===== src/design/fpba_pkg.sv =====
// Shared types and codes for the fit-policy block allocator.
package fpba_pkg;

  localparam int unsigned CMD_W    = 1;
  localparam int unsigned BIDX_W   = 4;
  localparam int unsigned SVAL_W   = 16;
  localparam int unsigned STATUS_W = 2;
  localparam int unsigned MODE_W   = 2;
  localparam int unsigned CNT_W    = 5;
  localparam int unsigned APB_AW   = 3;
  localparam int unsigned APB_DW   = 32;

  localparam logic [CMD_W-1:0] CMD_LOAD = 1'b0;
  localparam logic [CMD_W-1:0] CMD_REQ  = 1'b1;

  localparam logic [STATUS_W-1:0] ST_LOADED = 2'd0;
  localparam logic [STATUS_W-1:0] ST_ALLOC  = 2'd1;
  localparam logic [STATUS_W-1:0] ST_NONE   = 2'd2;

  localparam logic [MODE_W-1:0] MODE_FIRST = 2'd0;
  localparam logic [MODE_W-1:0] MODE_BEST  = 2'd1;
  localparam logic [MODE_W-1:0] MODE_WORST = 2'd2;

  localparam logic REG_FIT_MODE    = 1'b0;
  localparam logic REG_BLOCK_COUNT = 1'b1;

  typedef struct packed {
    logic [CMD_W-1:0]  cmd;
    logic [BIDX_W-1:0] block_index;
    logic [SVAL_W-1:0] size_value;
  } in_beat_t;

  typedef struct packed {
    logic [STATUS_W-1:0] status;
    logic [BIDX_W-1:0]   chosen_block;
  } out_beat_t;

  typedef struct packed {
    logic [MODE_W-1:0] fit_mode;
    logic [CNT_W-1:0]  block_count;
  } cfg_t;

  // Search record control that walks down the cell row.
  typedef struct packed {
    logic vld;
    logic found;
  } cand_ctl_t;

endpackage


===== src/design/fpba_regs.sv =====
// APB register file for fit mode and block count.
module fpba_regs
  import fpba_pkg::*;
(
  input  logic              clk,
  input  logic              rst_n,
  input  logic              psel,
  input  logic              penable,
  input  logic              pwrite,
  input  logic [APB_AW-1:0] paddr,
  input  logic [APB_DW-1:0] pwdata,
  output logic [APB_DW-1:0] prdata,
  output logic              pready,
  output cfg_t              cfg
);

  logic [MODE_W-1:0] fit_mode_r;
  logic [CNT_W-1:0]  block_count_r;
  logic              wr_en;

  assign pready = 1'b1;
  assign wr_en  = psel && penable && pwrite;

  always_ff @(posedge clk) begin
    if (!rst_n) begin
      fit_mode_r    <= MODE_FIRST;
      block_count_r <= '0;
    end else if (wr_en) begin
      case (paddr[2])
        REG_FIT_MODE:    fit_mode_r    <= pwdata[MODE_W-1:0];
        REG_BLOCK_COUNT: block_count_r <= pwdata[CNT_W-1:0];
        default: ;
      endcase
    end
  end

  always_comb begin
    case (paddr[2])
      REG_FIT_MODE:    prdata = APB_DW'(fit_mode_r);
      REG_BLOCK_COUNT: prdata = APB_DW'(block_count_r);
      default:         prdata = '0;
    endcase
  end

  assign cfg.fit_mode    = fit_mode_r;
  assign cfg.block_count = block_count_r;

endmodule


===== src/design/fpba_cell.sv =====
// One table cell: holds a block size and refines the passing search record.
module fpba_cell
  import fpba_pkg::*;
#(
  parameter int unsigned SIZE_WIDTH = 16,
  parameter int unsigned IDX_W      = 4,
  parameter int unsigned CELL_IDX   = 0
) (
  input  logic                  clk,
  input  logic                  rst_n,
  input  logic                  wr_en,
  input  logic [BIDX_W-1:0]     wr_idx,
  input  logic [SIZE_WIDTH-1:0] wr_size,
  input  logic                  clr_en,
  input  logic [IDX_W-1:0]      clr_idx,
  input  cfg_t                  cfg,
  input  logic [SIZE_WIDTH-1:0] req_size,
  input  cand_ctl_t             ctl_in,
  input  logic [IDX_W-1:0]      pick_in,
  input  logic [SIZE_WIDTH-1:0] psize_in,
  output cand_ctl_t             ctl_out,
  output logic [IDX_W-1:0]      pick_out,
  output logic [SIZE_WIDTH-1:0] psize_out
);

  localparam logic [IDX_W-1:0] MY_IDX = IDX_W'(CELL_IDX);

  logic [SIZE_WIDTH-1:0] size_r;
  cand_ctl_t             ctl_r, ctl_nxt;
  logic [IDX_W-1:0]      pick_r, pick_nxt;
  logic [SIZE_WIDTH-1:0] psize_r, psize_nxt;
  logic                  in_range, fits, take;

  // Only entries below block_count take part; a zero request never fits.
  assign in_range = 32'(cfg.block_count) > CELL_IDX;
  assign fits     = ctl_in.vld && in_range && (req_size != '0) && (size_r >= req_size);

  always_comb begin
    take = 1'b0;
    if (fits) begin
      if (!ctl_in.found) begin
        take = 1'b1;
      end else if (cfg.fit_mode == MODE_BEST) begin
        take = size_r < psize_in;
      end else if (cfg.fit_mode == MODE_WORST) begin
        take = size_r > psize_in;
      end
    end
    ctl_nxt.vld   = ctl_in.vld;
    ctl_nxt.found = ctl_in.found || fits;
    pick_nxt      = take ? MY_IDX : pick_in;
    psize_nxt     = take ? size_r : psize_in;
  end

  always_ff @(posedge clk) begin
    if (wr_en && (32'(wr_idx) == CELL_IDX)) begin
      size_r <= wr_size;
    end else if (clr_en && (clr_idx == MY_IDX)) begin
      size_r <= '0;
    end
  end

  always_ff @(posedge clk) begin
    if (!rst_n) begin
      ctl_r <= '0;
    end else begin
      ctl_r <= ctl_nxt;
    end
  end

  always_ff @(posedge clk) begin
    pick_r  <= pick_nxt;
    psize_r <= psize_nxt;
  end

  assign ctl_out   = ctl_r;
  assign pick_out  = pick_r;
  assign psize_out = psize_r;

endmodule


===== src/design/fit_policy_block_allocator.sv =====
// Top level of the fit-policy block allocator: command port, APB registers, cell row.
//
// Usage:
//   A command beat (in_data) is taken at a rising edge with start high and busy low.
//   A load beat writes one table entry; its result (status load done) strobes
//   on out_strobe in the next cycle, and busy stays low, so loads go back to back.
//   A request beat raises busy and launches a search record into a row of
//   NUM_BLOCKS cells, one cell per cycle. Each cell holds one block size and
//   updates the best candidate under the fit mode (first, best or worst fit,
//   ties to the lowest index). The record leaves the last cell after passing
//   through every cell; the result strobes in the following cycle
//   while the chosen cell clears its entry and busy drops, so a new beat can be
//   taken in that same cycle. A request holds the port busy until its result;
//   the length of the cell row sets how long it is held.
//   Results show on out_strobe/out_data for one cycle; the receiver cannot stall.
//   Fit mode and block count are written over APB (addresses 0 and 4); the user does
//   so only while idle; the block does not enforce it. Reset (rst_n low, synchronous)
//   clears busy, the strobe, the registers and the search records; table entries hold nothing defined until loaded.
module fit_policy_block_allocator
  import fpba_pkg::*;
#(
  parameter int unsigned NUM_BLOCKS = 16,
  parameter int unsigned SIZE_WIDTH = 16
) (
  input  logic              clk,
  input  logic              rst_n,
  input  logic              start,
  output logic              busy,
  input  in_beat_t          in_data,
  output logic              out_strobe,
  output out_beat_t         out_data,
  input  logic              psel,
  input  logic              penable,
  input  logic              pwrite,
  input  logic [APB_AW-1:0] paddr,
  input  logic [APB_DW-1:0] pwdata,
  output logic [APB_DW-1:0] prdata,
  output logic              pready
);

  localparam int unsigned IDX_W = (NUM_BLOCKS > 1) ? $clog2(NUM_BLOCKS) : 1;

  cfg_t                  cfg;
  logic                  accept, load_go, req_go;
  logic [31:0]           size_ext;
  logic [SIZE_WIDTH-1:0] in_size;
  logic                  busy_r, busy_nxt;
  logic                  launch_r;
  logic [SIZE_WIDTH-1:0] req_size_r;
  logic                  out_vld_r, out_vld_nxt;
  out_beat_t             out_r, out_nxt;
  logic                  done, clr_en;
  logic [31:0]           pick_ext;

  cand_ctl_t             ctl   [NUM_BLOCKS+1];
  logic [IDX_W-1:0]      pick  [NUM_BLOCKS+1];
  logic [SIZE_WIDTH-1:0] psize [NUM_BLOCKS+1];

  fpba_regs u_regs (
    .clk     (clk),
    .rst_n   (rst_n),
    .psel    (psel),
    .penable (penable),
    .pwrite  (pwrite),
    .paddr   (paddr),
    .pwdata  (pwdata),
    .prdata  (prdata),
    .pready  (pready),
    .cfg     (cfg)
  );

  // Take the low SIZE_WIDTH bits of the size, zero-extended where the field is narrower.
  assign size_ext = 32'(in_data.size_value);
  assign in_size  = size_ext[SIZE_WIDTH-1:0];

  assign accept  = start && !busy_r;
  assign load_go = accept && (in_data.cmd == CMD_LOAD);
  assign req_go  = accept && (in_data.cmd == CMD_REQ);

  // Hold the requested size for the whole walk; launch the record in the cycle after acceptance.
  always_ff @(posedge clk) begin
    if (req_go) begin
      req_size_r <= in_size;
    end
  end

  always_ff @(posedge clk) begin
    if (!rst_n) begin
      launch_r <= 1'b0;
    end else begin
      launch_r <= req_go;
    end
  end

  assign ctl[0].vld   = launch_r;
  assign ctl[0].found = 1'b0;
  assign pick[0]      = '0;
  assign psize[0]     = '0;

  // Record leaving the last cell finishes the search; clear the winner now.
  assign done   = ctl[NUM_BLOCKS].vld;
  assign clr_en = done && ctl[NUM_BLOCKS].found;

  for (genvar k = 0; k < NUM_BLOCKS; k++) begin : g_cell
    fpba_cell #(
      .SIZE_WIDTH (SIZE_WIDTH),
      .IDX_W      (IDX_W),
      .CELL_IDX   (k)
    ) u_cell (
      .clk       (clk),
      .rst_n     (rst_n),
      .wr_en     (load_go),
      .wr_idx    (in_data.block_index),
      .wr_size   (in_size),
      .clr_en    (clr_en),
      .clr_idx   (pick[NUM_BLOCKS]),
      .cfg       (cfg),
      .req_size  (req_size_r),
      .ctl_in    (ctl[k]),
      .pick_in   (pick[k]),
      .psize_in  (psize[k]),
      .ctl_out   (ctl[k+1]),
      .pick_out  (pick[k+1]),
      .psize_out (psize[k+1])
    );
  end

  assign pick_ext = 32'(pick[NUM_BLOCKS]);

  always_comb begin
    busy_nxt    = busy_r;
    out_vld_nxt = 1'b0;
    out_nxt     = out_r;
    if (req_go) begin
      busy_nxt = 1'b1;
    end
    if (load_go) begin
      out_vld_nxt          = 1'b1;
      out_nxt.status       = ST_LOADED;
      out_nxt.chosen_block = '0;
    end
    if (done) begin
      busy_nxt    = 1'b0;
      out_vld_nxt = 1'b1;
      if (ctl[NUM_BLOCKS].found) begin
        out_nxt.status       = ST_ALLOC;
        out_nxt.chosen_block = pick_ext[BIDX_W-1:0];
      end else begin
        out_nxt.status       = ST_NONE;
        out_nxt.chosen_block = '0;
      end
    end
  end

  always_ff @(posedge clk) begin
    if (!rst_n) begin
      busy_r    <= 1'b0;
      out_vld_r <= 1'b0;
    end else begin
      busy_r    <= busy_nxt;
      out_vld_r <= out_vld_nxt;
    end
  end

  always_ff @(posedge clk) begin
    out_r <= out_nxt;
  end

  assign busy       = busy_r;
  assign out_strobe = out_vld_r;
  assign out_data   = out_r;

`ifndef SYNTHESIS
  // An accepted request must hold the port busy while the record walks.
  a_req_busy : assert property (@(posedge clk) disable iff (!rst_n)
    (start && !busy && (in_data.cmd == CMD_REQ)) |=> busy)
    else $error("request accepted without raising busy");

  // A search result leaves exactly when busy drops.
  a_result_release : assert property (@(posedge clk) disable iff (!rst_n)
    (out_strobe && (out_data.status != ST_LOADED)) |-> $fell(busy))
    else $error("search result without busy release");

  // A failed search reports block zero.
  a_none_zero : assert property (@(posedge clk) disable iff (!rst_n)
    (out_strobe && (out_data.status == ST_NONE)) |-> (out_data.chosen_block == '0))
    else $error("not-allocated result with nonzero block");
`endif

endmodule


===== config.mk =====
export PLATFORM = sky130hd
export DESIGN_NAME = fit_policy_block_allocator
export DESIGN_NICKNAME = d
export VERILOG_FILES = /design/src/design/fpba_pkg.sv /design/src/design/fpba_regs.sv /design/src/design/fpba_cell.sv /design/src/design/fit_policy_block_allocator.sv
export SDC_FILE = /design/constraint.sdc
export NUM_CORES = 1
export LEC_CHECK = 0
export ABC_AREA = 1
export BUFFER_PORTS_ARGS = -buffer_cell sky130_fd_sc_hd__buf_4
export CAP_MARGIN = 20
export CORE_ASPECT_RATIO = 1.4
export CORE_MARGIN = 2
export CORE_UTILIZATION = 50
export DETAILED_ROUTE_END_ITERATION = 6
export PLACE_DENSITY = 0.76
export SYNTH_ARGS = -nofsm -noshare
export SYNTH_HDL_FRONTEND = slang
export SYNTH_SLANG_ARGS = --single-unit

===== constraint.sdc =====
create_clock -name clk -period 3.79 [get_ports clk]
set_input_delay 0.758 -clock clk [delete_from_list [all_inputs] [get_ports clk]]
set_output_delay 0.758 -clock clk [all_outputs]
set_load 0.01 [all_outputs]

# Word-level counts from Yosys, hierarchy flattened
# Cells that the tools add are included.
# Widths: inputs -> output; s select.
[word_totals] in_bits=62 regBits=620 word_cells=422
[op_classes] n_reduce_logical=125 n_eq_ne=32 mux=114 n_bitwise=3 order_cmp=62
[ops] cell="$mux 16" n=46
[ops] cell="$ge 16x16->1" n=16
[ops] cell="$gt 16x16->1" n=15
[ops] cell="$lt 16x16->1" n=15
[ops] cell="$logic_and 1x1->1" n=86
[ops] cell="$eq 4x4->1 const B" n=16
[ops] cell="$mux 1" n=64
[ops] cell="$pmux 32 s2" n=1
[ops] cell="$gt 5x4->1 const B" n=8
[ops] cell="$reduce_bool 2->1" n=17
[ops] cell="$eq 4x3->1 const B" n=8
[ops] cell="$gt 5x3->1 const B" n=4
[ops] cell="$mux 6" n=3
[ops] cell="$eq 4x2->1 const B" n=4
[ops] cell="$reduce_bool 16->1" n=1
[ops] cell="$logic_or 1x1->1" n=15
[ops] cell="$gt 5x1->1 const B" n=2
[ops] cell="$gt 5x2->1 const B" n=2
[ops] cell="$eq 4x1->1 const B" n=2
[ops] cell="$logic_not 4->1" n=2
[ops] cell="$reduce_and 2->1" n=2
[ops] cell="$not 1->1" n=3
[ops] cell="$eq 2x1->1 const B" n=1
[ops] cell="$eq 2x2->1 const B" n=1
[ops] cell="2 further kinds" n=2

# Logic depth before layout (Yosys ltp)
[logic_depth] depth_word=6 ltp_mapped=17

# By module
# From an unflattened synthesis, not the netlist that was laid out.
[hier_totals] cells_unflattened=4940 hier_area_um2=39531.7
[by_module_without_submodules] module="fpba_cell (g_cell[10].u_cell)" cells_each=307 seq_area_each_um2=920.9 instances=1 area_each_um2=2407.3
[by_module_without_submodules] module="fpba_cell (g_cell[5].u_cell)" cells_each=301 seq_area_each_um2=920.9 instances=1 area_each_um2=2404.8
[by_module_without_submodules] module="fpba_cell (g_cell[6].u_cell)" cells_each=300 seq_area_each_um2=920.9 instances=1 area_each_um2=2403.6
[by_module_without_submodules] module="fpba_cell (g_cell[9].u_cell)" cells_each=299 seq_area_each_um2=920.9 instances=1 area_each_um2=2402.3
[by_module_without_submodules] module="fpba_cell (g_cell[12].u_cell)" cells_each=299 seq_area_each_um2=920.9 instances=1 area_each_um2=2398.6
[by_module_without_submodules] module="fpba_cell (g_cell[2].u_cell)" cells_each=302 seq_area_each_um2=920.9 instances=1 area_each_um2=2394.8
[by_module_without_submodules] module="fpba_cell (g_cell[8].u_cell)" cells_each=306 seq_area_each_um2=920.9 instances=1 area_each_um2=2394.8
[by_module_without_submodules] module="fpba_cell (g_cell[3].u_cell)" cells_each=298 seq_area_each_um2=920.9 instances=1 area_each_um2=2393.5
[by_module_without_submodules] module="fpba_cell (g_cell[14].u_cell)" cells_each=299 seq_area_each_um2=920.9 instances=1 area_each_um2=2391.0
[by_module_without_submodules] module="fpba_cell (g_cell[4].u_cell)" cells_each=299 seq_area_each_um2=920.9 instances=1 area_each_um2=2384.8
[by_module_without_submodules] module="fpba_cell (g_cell[1].u_cell)" cells_each=301 seq_area_each_um2=920.9 instances=1 area_each_um2=2379.8
[by_module_without_submodules] module="fpba_cell (g_cell[11].u_cell)" cells_each=298 seq_area_each_um2=920.9 instances=1 area_each_um2=2374.8
[by_module_without_submodules] module="fpba_cell (g_cell[13].u_cell)" cells_each=297 seq_area_each_um2=920.9 instances=1 area_each_um2=2359.8
[by_module_without_submodules] module="fpba_cell (g_cell[15].u_cell)" cells_each=297 seq_area_each_um2=920.9 instances=1 area_each_um2=2348.5
[by_module_without_submodules] module="4 more rows"

# Worst setup path before layout
# No wires, ideal clock.
[synth_timing] path_kind="input-to-reg" from="in in_data[20] (netlist bit)" to="reg g_cell[4].u_cell.size_r[0] (enable)" cell_stages=5 required_ns=3.376 arrival_time_ns=2.078 slack_ns=1.298 cell_sequence="nand3b_1 nor3_2 nand2_1 clkbuf_1 o31ai_1"
[synth_between] elab_chain_cells=4
[synth_rtl] element="from (decl)" line="fit_policy_block_allocator.sv:29" rtl="input in_beat_t in_data,"
[synth_rtl] element="$not 1->1" line="fit_policy_block_allocator.sv:77" rtl="assign load_go = accept && (in_data.cmd == CMD_LOAD);"
[synth_rtl] element="$logic_and 1x1->1" line="fit_policy_block_allocator.sv:77"
[synth_rtl] element="$logic_and 1x1->1" line="fpba_cell.sv:56" rtl="if (wr_en && (32'(wr_idx) == CELL_IDX)) begin"
[synth_rtl] element="$reduce_bool 2->1 (no line)"
[synth_rtl] element="to (signal assigned)" line="fpba_cell.sv:57" rtl="size_r <= wr_size;"
[synth_rtl] element="to (decl)" line="fpba_cell.sv:28" rtl="logic [SIZE_WIDTH-1:0] size_r;"
# No other way between the ends.
# A chain may end at the register's enable or synchronous reset.

# Worst setup path in the final report
[layout_timing] from="reg req_size_r[5]" to="reg g_cell[11].u_cell.psize_r[5]"
[layout_between] elab_chain_cells=5 word_cells_on_any_way=6 classes_between="order compare: 1; mux: 2; reduce/logical: 3"
[layout_rtl] element="from (decl)" line="fit_policy_block_allocator.sv:49" rtl="logic [SIZE_WIDTH-1:0] req_size_r;"
[layout_rtl] element="from (signal assigned)" line="fit_policy_block_allocator.sv:83" rtl="req_size_r <= in_size;"
[layout_rtl] element="parallel branches: the longest is 2 deep, another holds $ge 16x16->1"
[layout_rtl] element="$logic_and 1x1->1 (*)" line="fpba_cell.sv:36" rtl="assign fits = ctl_in.vld && in_range && (req_size != '0) && (size_r >= req_size);"
[layout_rtl] element="$mux 1 (*)" line="fpba_cell.sv:40" rtl="if (fits) begin"
[layout_rtl] element="$mux 16 (*)" line="fpba_cell.sv:52" rtl="psize_nxt = take ? size_r : psize_in;"
[layout_rtl] element="named net g_cell[11].u_cell.psize_nxt[5]" line="fpba_cell.sv:31" rtl="logic [SIZE_WIDTH-1:0] psize_r, psize_nxt;"
[layout_rtl] element="to (signal assigned)" line="fpba_cell.sv:73" rtl="psize_r <= psize_nxt;"
[layout_rtl] element="to (decl)" line="fpba_cell.sv:31"
# Mark *: on every way through the listed nets, which the timed path passes.

==> reports/metrics.yaml <==
status:
  outcome: "finished, final reports clean"
floorplanning:
  floorplan.initialDensity_pct: 50.2
  design.core.area_sq_um: 67600
  std_cell_rows: 113
  io-pin-count: 103
  floorplan.die_area_sq_um: 70000
  die_h_microns: 312
  die-width_microns: 224
cells_and_area:
  ff_latch_area_sq_um: 15000
  n_fill_cell: 6022
  finalNetCount: 4706
  multiInputGateArea_sq_um: 16400
  area_growth_syn_to_fin_pct: 9.83
  finish.utilization_pct: 55.2
  instances_no_fill: 5062
  final_layout_size_suffix_gt1_share_pct: 7.36
placed_design:
  port_buffers: 45
  numPlacedInstances: 4948
  place.detailed.hpwl_microns: 70400
  gp_congestion: 0.959
worst_setup_path:
  cp-start-kind: "flip-flop"
  critPathCaptureType: "flip-flop"
  setup.worst_path.end: "g_cell[11].u_cell.psize_out[5]"
  crit_path_start: "req_size_r[5]"
  cell_type_of_the_slowest_stage_on_the_worst_timing_path: "sky130_fd_sc_hd__inv_1"
  data_required_time_of_the_worst_path_ns: 4.30
  r2r_path_end: "g_cell[11].u_cell.psize_out[5]"
  r2r.worst_path.cells: 14
  worst-setup-path-type: "reg2reg"
  slack_of_the_worst_reg_to_reg_path_ns: 0.69
  timing.critical_path.arrival_ns: 3.61
  crit_chain: "inv_1, buf_4, ha_1, nand2_1, nor2_1, nand2_1, nand2_1, nand2_1, nand3_1, nand2_1, inv_2, nand2_4, nand2_1, nand2_1"
  crit_path_frequent_cell: "sky130_fd_sc_hd__nand2_1"
  crit-reg2reg-launch: "req_size_r[5]"
  longest_individual_stage_delay_on_the_worst_path_ns: 0.84
  critical_path.max_fanout: 19
synthesis:
  yosys_warnings: 0
  syn_inst: 4054
  post_synth_instance_area_sq_um: 34000
  netlist.top_cell.by_area: "sky130_fd_sc_hd__edfxtp_1"
  post_synth_main_area_contributors: "sky130_fd_sc_hd__edfxtp_1 (25%), sky130_fd_sc_hd__dfxtp_1 (20%), sky130_fd_sc_hd__ha_1 (18%)"
  synth_async_sr_flop_share_pct: 0
  synth.ff_latch_count: 609
  synth_top_cell_area_share_pct: 24.6
  yosys.cell_types.count: 36
  synth_seq_area_share_pct: 44.1
  dominantRegCellSynth: "sky130_fd_sc_hd__dfxtp_1"
  syn_avg_cell_area_sq_um: 8.38
  synth-edff-count: 278
pwr:
  totalPowerFinal_mw: 14.1
  power_frac_seq_pct: 50.1
  power_density_nw_per_um2: 377
  power.ir.vdd_worst_mv: 0.360
  p_comb_share_pct: 7.2
  power.leakage_nw: 16.2
  internal_power_mw: 10.6
  clock_power_share_pct: 42.7
  p_switching_mw: 3.43
  power.switching_fraction_pct: 24.4
clocking:
  number_of_setup_buffers_added_after_cts: 0
  cts.path.max_buffers: 3
  clkLatencyLatePin_ns: 0.64
  post_cts_resize_count: 0
  cts.hold.buffers_added: 0
  clock_tree_from_tritoncts: "built"
  worst_setup_hold_path_clk_slew_ns: 0.06
  cts_num_sinks: 609
  htreeDepth: 2
  ctsRootBufferMaster: "sky130_fd_sc_hd__clkbuf_16"
  cts_inserted_buffers: 59
sta:
  worst_slew_pin_slew_ns: 1.28
  timing.fmax_mhz: 323
  setup_violations: 0
  setup_skew_after_layout_ns: 0.0201
  maxSlewViolCount: 0
  timing.final.crit_share_pct: 81.7
  final_hold_viol_count: 0
  post_layout_minimum_cycle_time_ns: 3.10
  final_tns_setup_ns: 0
  timing.hold.ws_ns: 0.317
  slew_headroom_pct: 14.9
  rsz0062_at_grt: "no"
global_routing:
  track_usage_pct: 28.0
  grt_max_degree: 25
  first_global_vias: 26900
  grt-ovfl-total: 0
  grt_antenna_before_repair: 2
  first_pass_grt_wire_length_microns: 148000
routing:
  route.detailed.vias_per_inst: 5.44
  drt_drc_violations_left: 0
  wirelength_microns: 97900
  drt_iter0_markers: 2143
  wl_per_cell_microns: 19.3
  dr.pass1.iters: 6
  drt.antenna.violating_nets: 0
  route.vias.total: 27500
hold_path:
  timing.hold.worst.class: "in2reg"
  min_from: "in_data[6]"
job:
  cap_violations: 0
## worst min-delay path by stage
stage	endpoint	slack [ns]	cells past startpoint
after global placement	g_cell[6].u_cell.pick_out[1]	0.39	2
after global routing	req_size_r[12]	0.31	1
after detailed placement	g_cell[10].u_cell.pick_out[1]	0.40	2
after CTS	req_size_r[6]	0.30	1
final	req_size_r[6]	0.32	1
after floorplan	g_cell[11].u_cell.pick_out[0]	0.39	2
## cell type report
class	instances	share of cell area, %
diodes	1	0.00671
flip-flops and latches	609	40.2
multi-input cells	2837	44.0
clock buffers	82	4.64
well taps	862	2.89
repair buffers	119	2.42
inverters	522	5.26
clock inverters	30	0.668
## per-stage QoR
stage / area [sq um] / setup WS [ns]
5_1_grt: 37300 / 0.553
4_1_cts: 37300 / 0.758
3_3_place_gp: 35300 / 0.850
6_report: 37300 / 0.692
3_5_place_dp: 35300 / 0.801
2_1_floorplan: 34100 / 1.30
## routing by layer
metal  track usage, %  share of wire [%]  vias to the layer above  routed length, microns
met5                0              0.031                        -                      30
met4             23.1                9.6                        4                    9420
met2             48.1                 48                     1017                   46600
met1             30.5                 36                    12800                   34900
li1                 -                  -                    13300                       -
met3             4.40                7.0                      425                    6890
## flip-flops by register name (all words and copies together) (netlist names)
register and flops:
g_cell.u_cell.size_r 256, g_cell.u_cell.psize_out 240, g_cell.u_cell.pick_out 49, g_cell.u_cell.ctl_out 32, req_size_r 16, out_data 6, u_regs.block_count_r 5, u_regs.fit_mode_r 2
busy 1, launch_r 1, out_strobe 1
## Yosys cell counts, types with 11 or more instances
cell                       instances
sky130_fd_sc_hd__a21boi_0         11
sky130_fd_sc_hd__a21o_1           14
sky130_fd_sc_hd__a21oi_1         214
sky130_fd_sc_hd__buf_2            18
sky130_fd_sc_hd__buf_4            42
sky130_fd_sc_hd__buf_6            16
sky130_fd_sc_hd__clkbuf_1         35
sky130_fd_sc_hd__dfxtp_1         331
sky130_fd_sc_hd__edfxtp_1        278
sky130_fd_sc_hd__ha_1            496
sky130_fd_sc_hd__inv_1           499
sky130_fd_sc_hd__inv_2            21
sky130_fd_sc_hd__nand2_1        1080
sky130_fd_sc_hd__nand2_4          13
sky130_fd_sc_hd__nand3_1         267
sky130_fd_sc_hd__nand3_2          41
sky130_fd_sc_hd__nand4_1          33
sky130_fd_sc_hd__nor2_1          505
sky130_fd_sc_hd__nor3_1           17
sky130_fd_sc_hd__o21a_1           15
sky130_fd_sc_hd__o21ai_0          77
## power by group through the flow
stage	clock [mW]	sequential, mW	combinational, mW
2_1_floorplan	0	7.14	0.634
3_3_place_gp	0	7.19	0.944
3_5_place_dp	0	7.19	0.984
4_1_cts	6.06	7.04	0.993
5_1_grt	6.32	7.05	1.13
6_report	6.01	7.04	1.01
## worst max-delay path: cells and delay by family, from the launching register on
family	cells	cell delay, ns
buffers and inverters	3	1.51
AND/OR/NAND/NOR	10	0.91
flip-flops	1	0.36
adder cells (fa/ha/maj)	1	0.19
## cells by family after synthesis
family | synth area share [%]
AOI/OAI and AO/OA | 5.38
adders and majority gates | 18.3
buffers and inverters | 7.93
DFF | 44.1
other | 0.0221
and+or+nand+nor | 24.3
## layout by cell type, fill, tap and decap left out, types with 2 or more instances in the layout
cell type and n:
sky130_fd_sc_hd__nand3_2 41, sky130_fd_sc_hd__inv_2 21, sky130_fd_sc_hd__clkinvlp_4 6, sky130_fd_sc_hd__clkbuf_16 62
sky130_fd_sc_hd__ha_1 496, sky130_fd_sc_hd__clkinv_2 5, sky130_fd_sc_hd__clkinv_4 4, sky130_fd_sc_hd__clkbuf_8 10
sky130_fd_sc_hd__inv_1 499, sky130_fd_sc_hd__edfxtp_1 278, sky130_fd_sc_hd__nand4_1 33, sky130_fd_sc_hd__a21o_1 14
sky130_fd_sc_hd__nand3_1 267, sky130_fd_sc_hd__clkinv_1 5, sky130_fd_sc_hd__a21boi_0 11, sky130_fd_sc_hd__buf_4 118
sky130_fd_sc_hd__o21ai_1 19, sky130_fd_sc_hd__inv_4 5, sky130_fd_sc_hd__o211ai_1 2, sky130_fd_sc_hd__nor2_2 3
sky130_fd_sc_hd__bufinv_16 2, sky130_fd_sc_hd__o21ai_0 63, sky130_fd_sc_hd__o21a_1 15, sky130_fd_sc_hd__o31ai_2 2
sky130_fd_sc_hd__nor2_1 505, sky130_fd_sc_hd__nor3_2 4, sky130_fd_sc_hd__nand2_4 13, sky130_fd_sc_hd__inv_6 5
sky130_fd_sc_hd__nand2_2 5, sky130_fd_sc_hd__a21oi_1 214, sky130_fd_sc_hd__conb_1 28, sky130_fd_sc_hd__dfxtp_1 331
sky130_fd_sc_hd__nor3_1 17, sky130_fd_sc_hd__clkbuf_1 9, sky130_fd_sc_hd__nand2_1 1080
No activity file was read; power rests on OpenSTA's default activity.
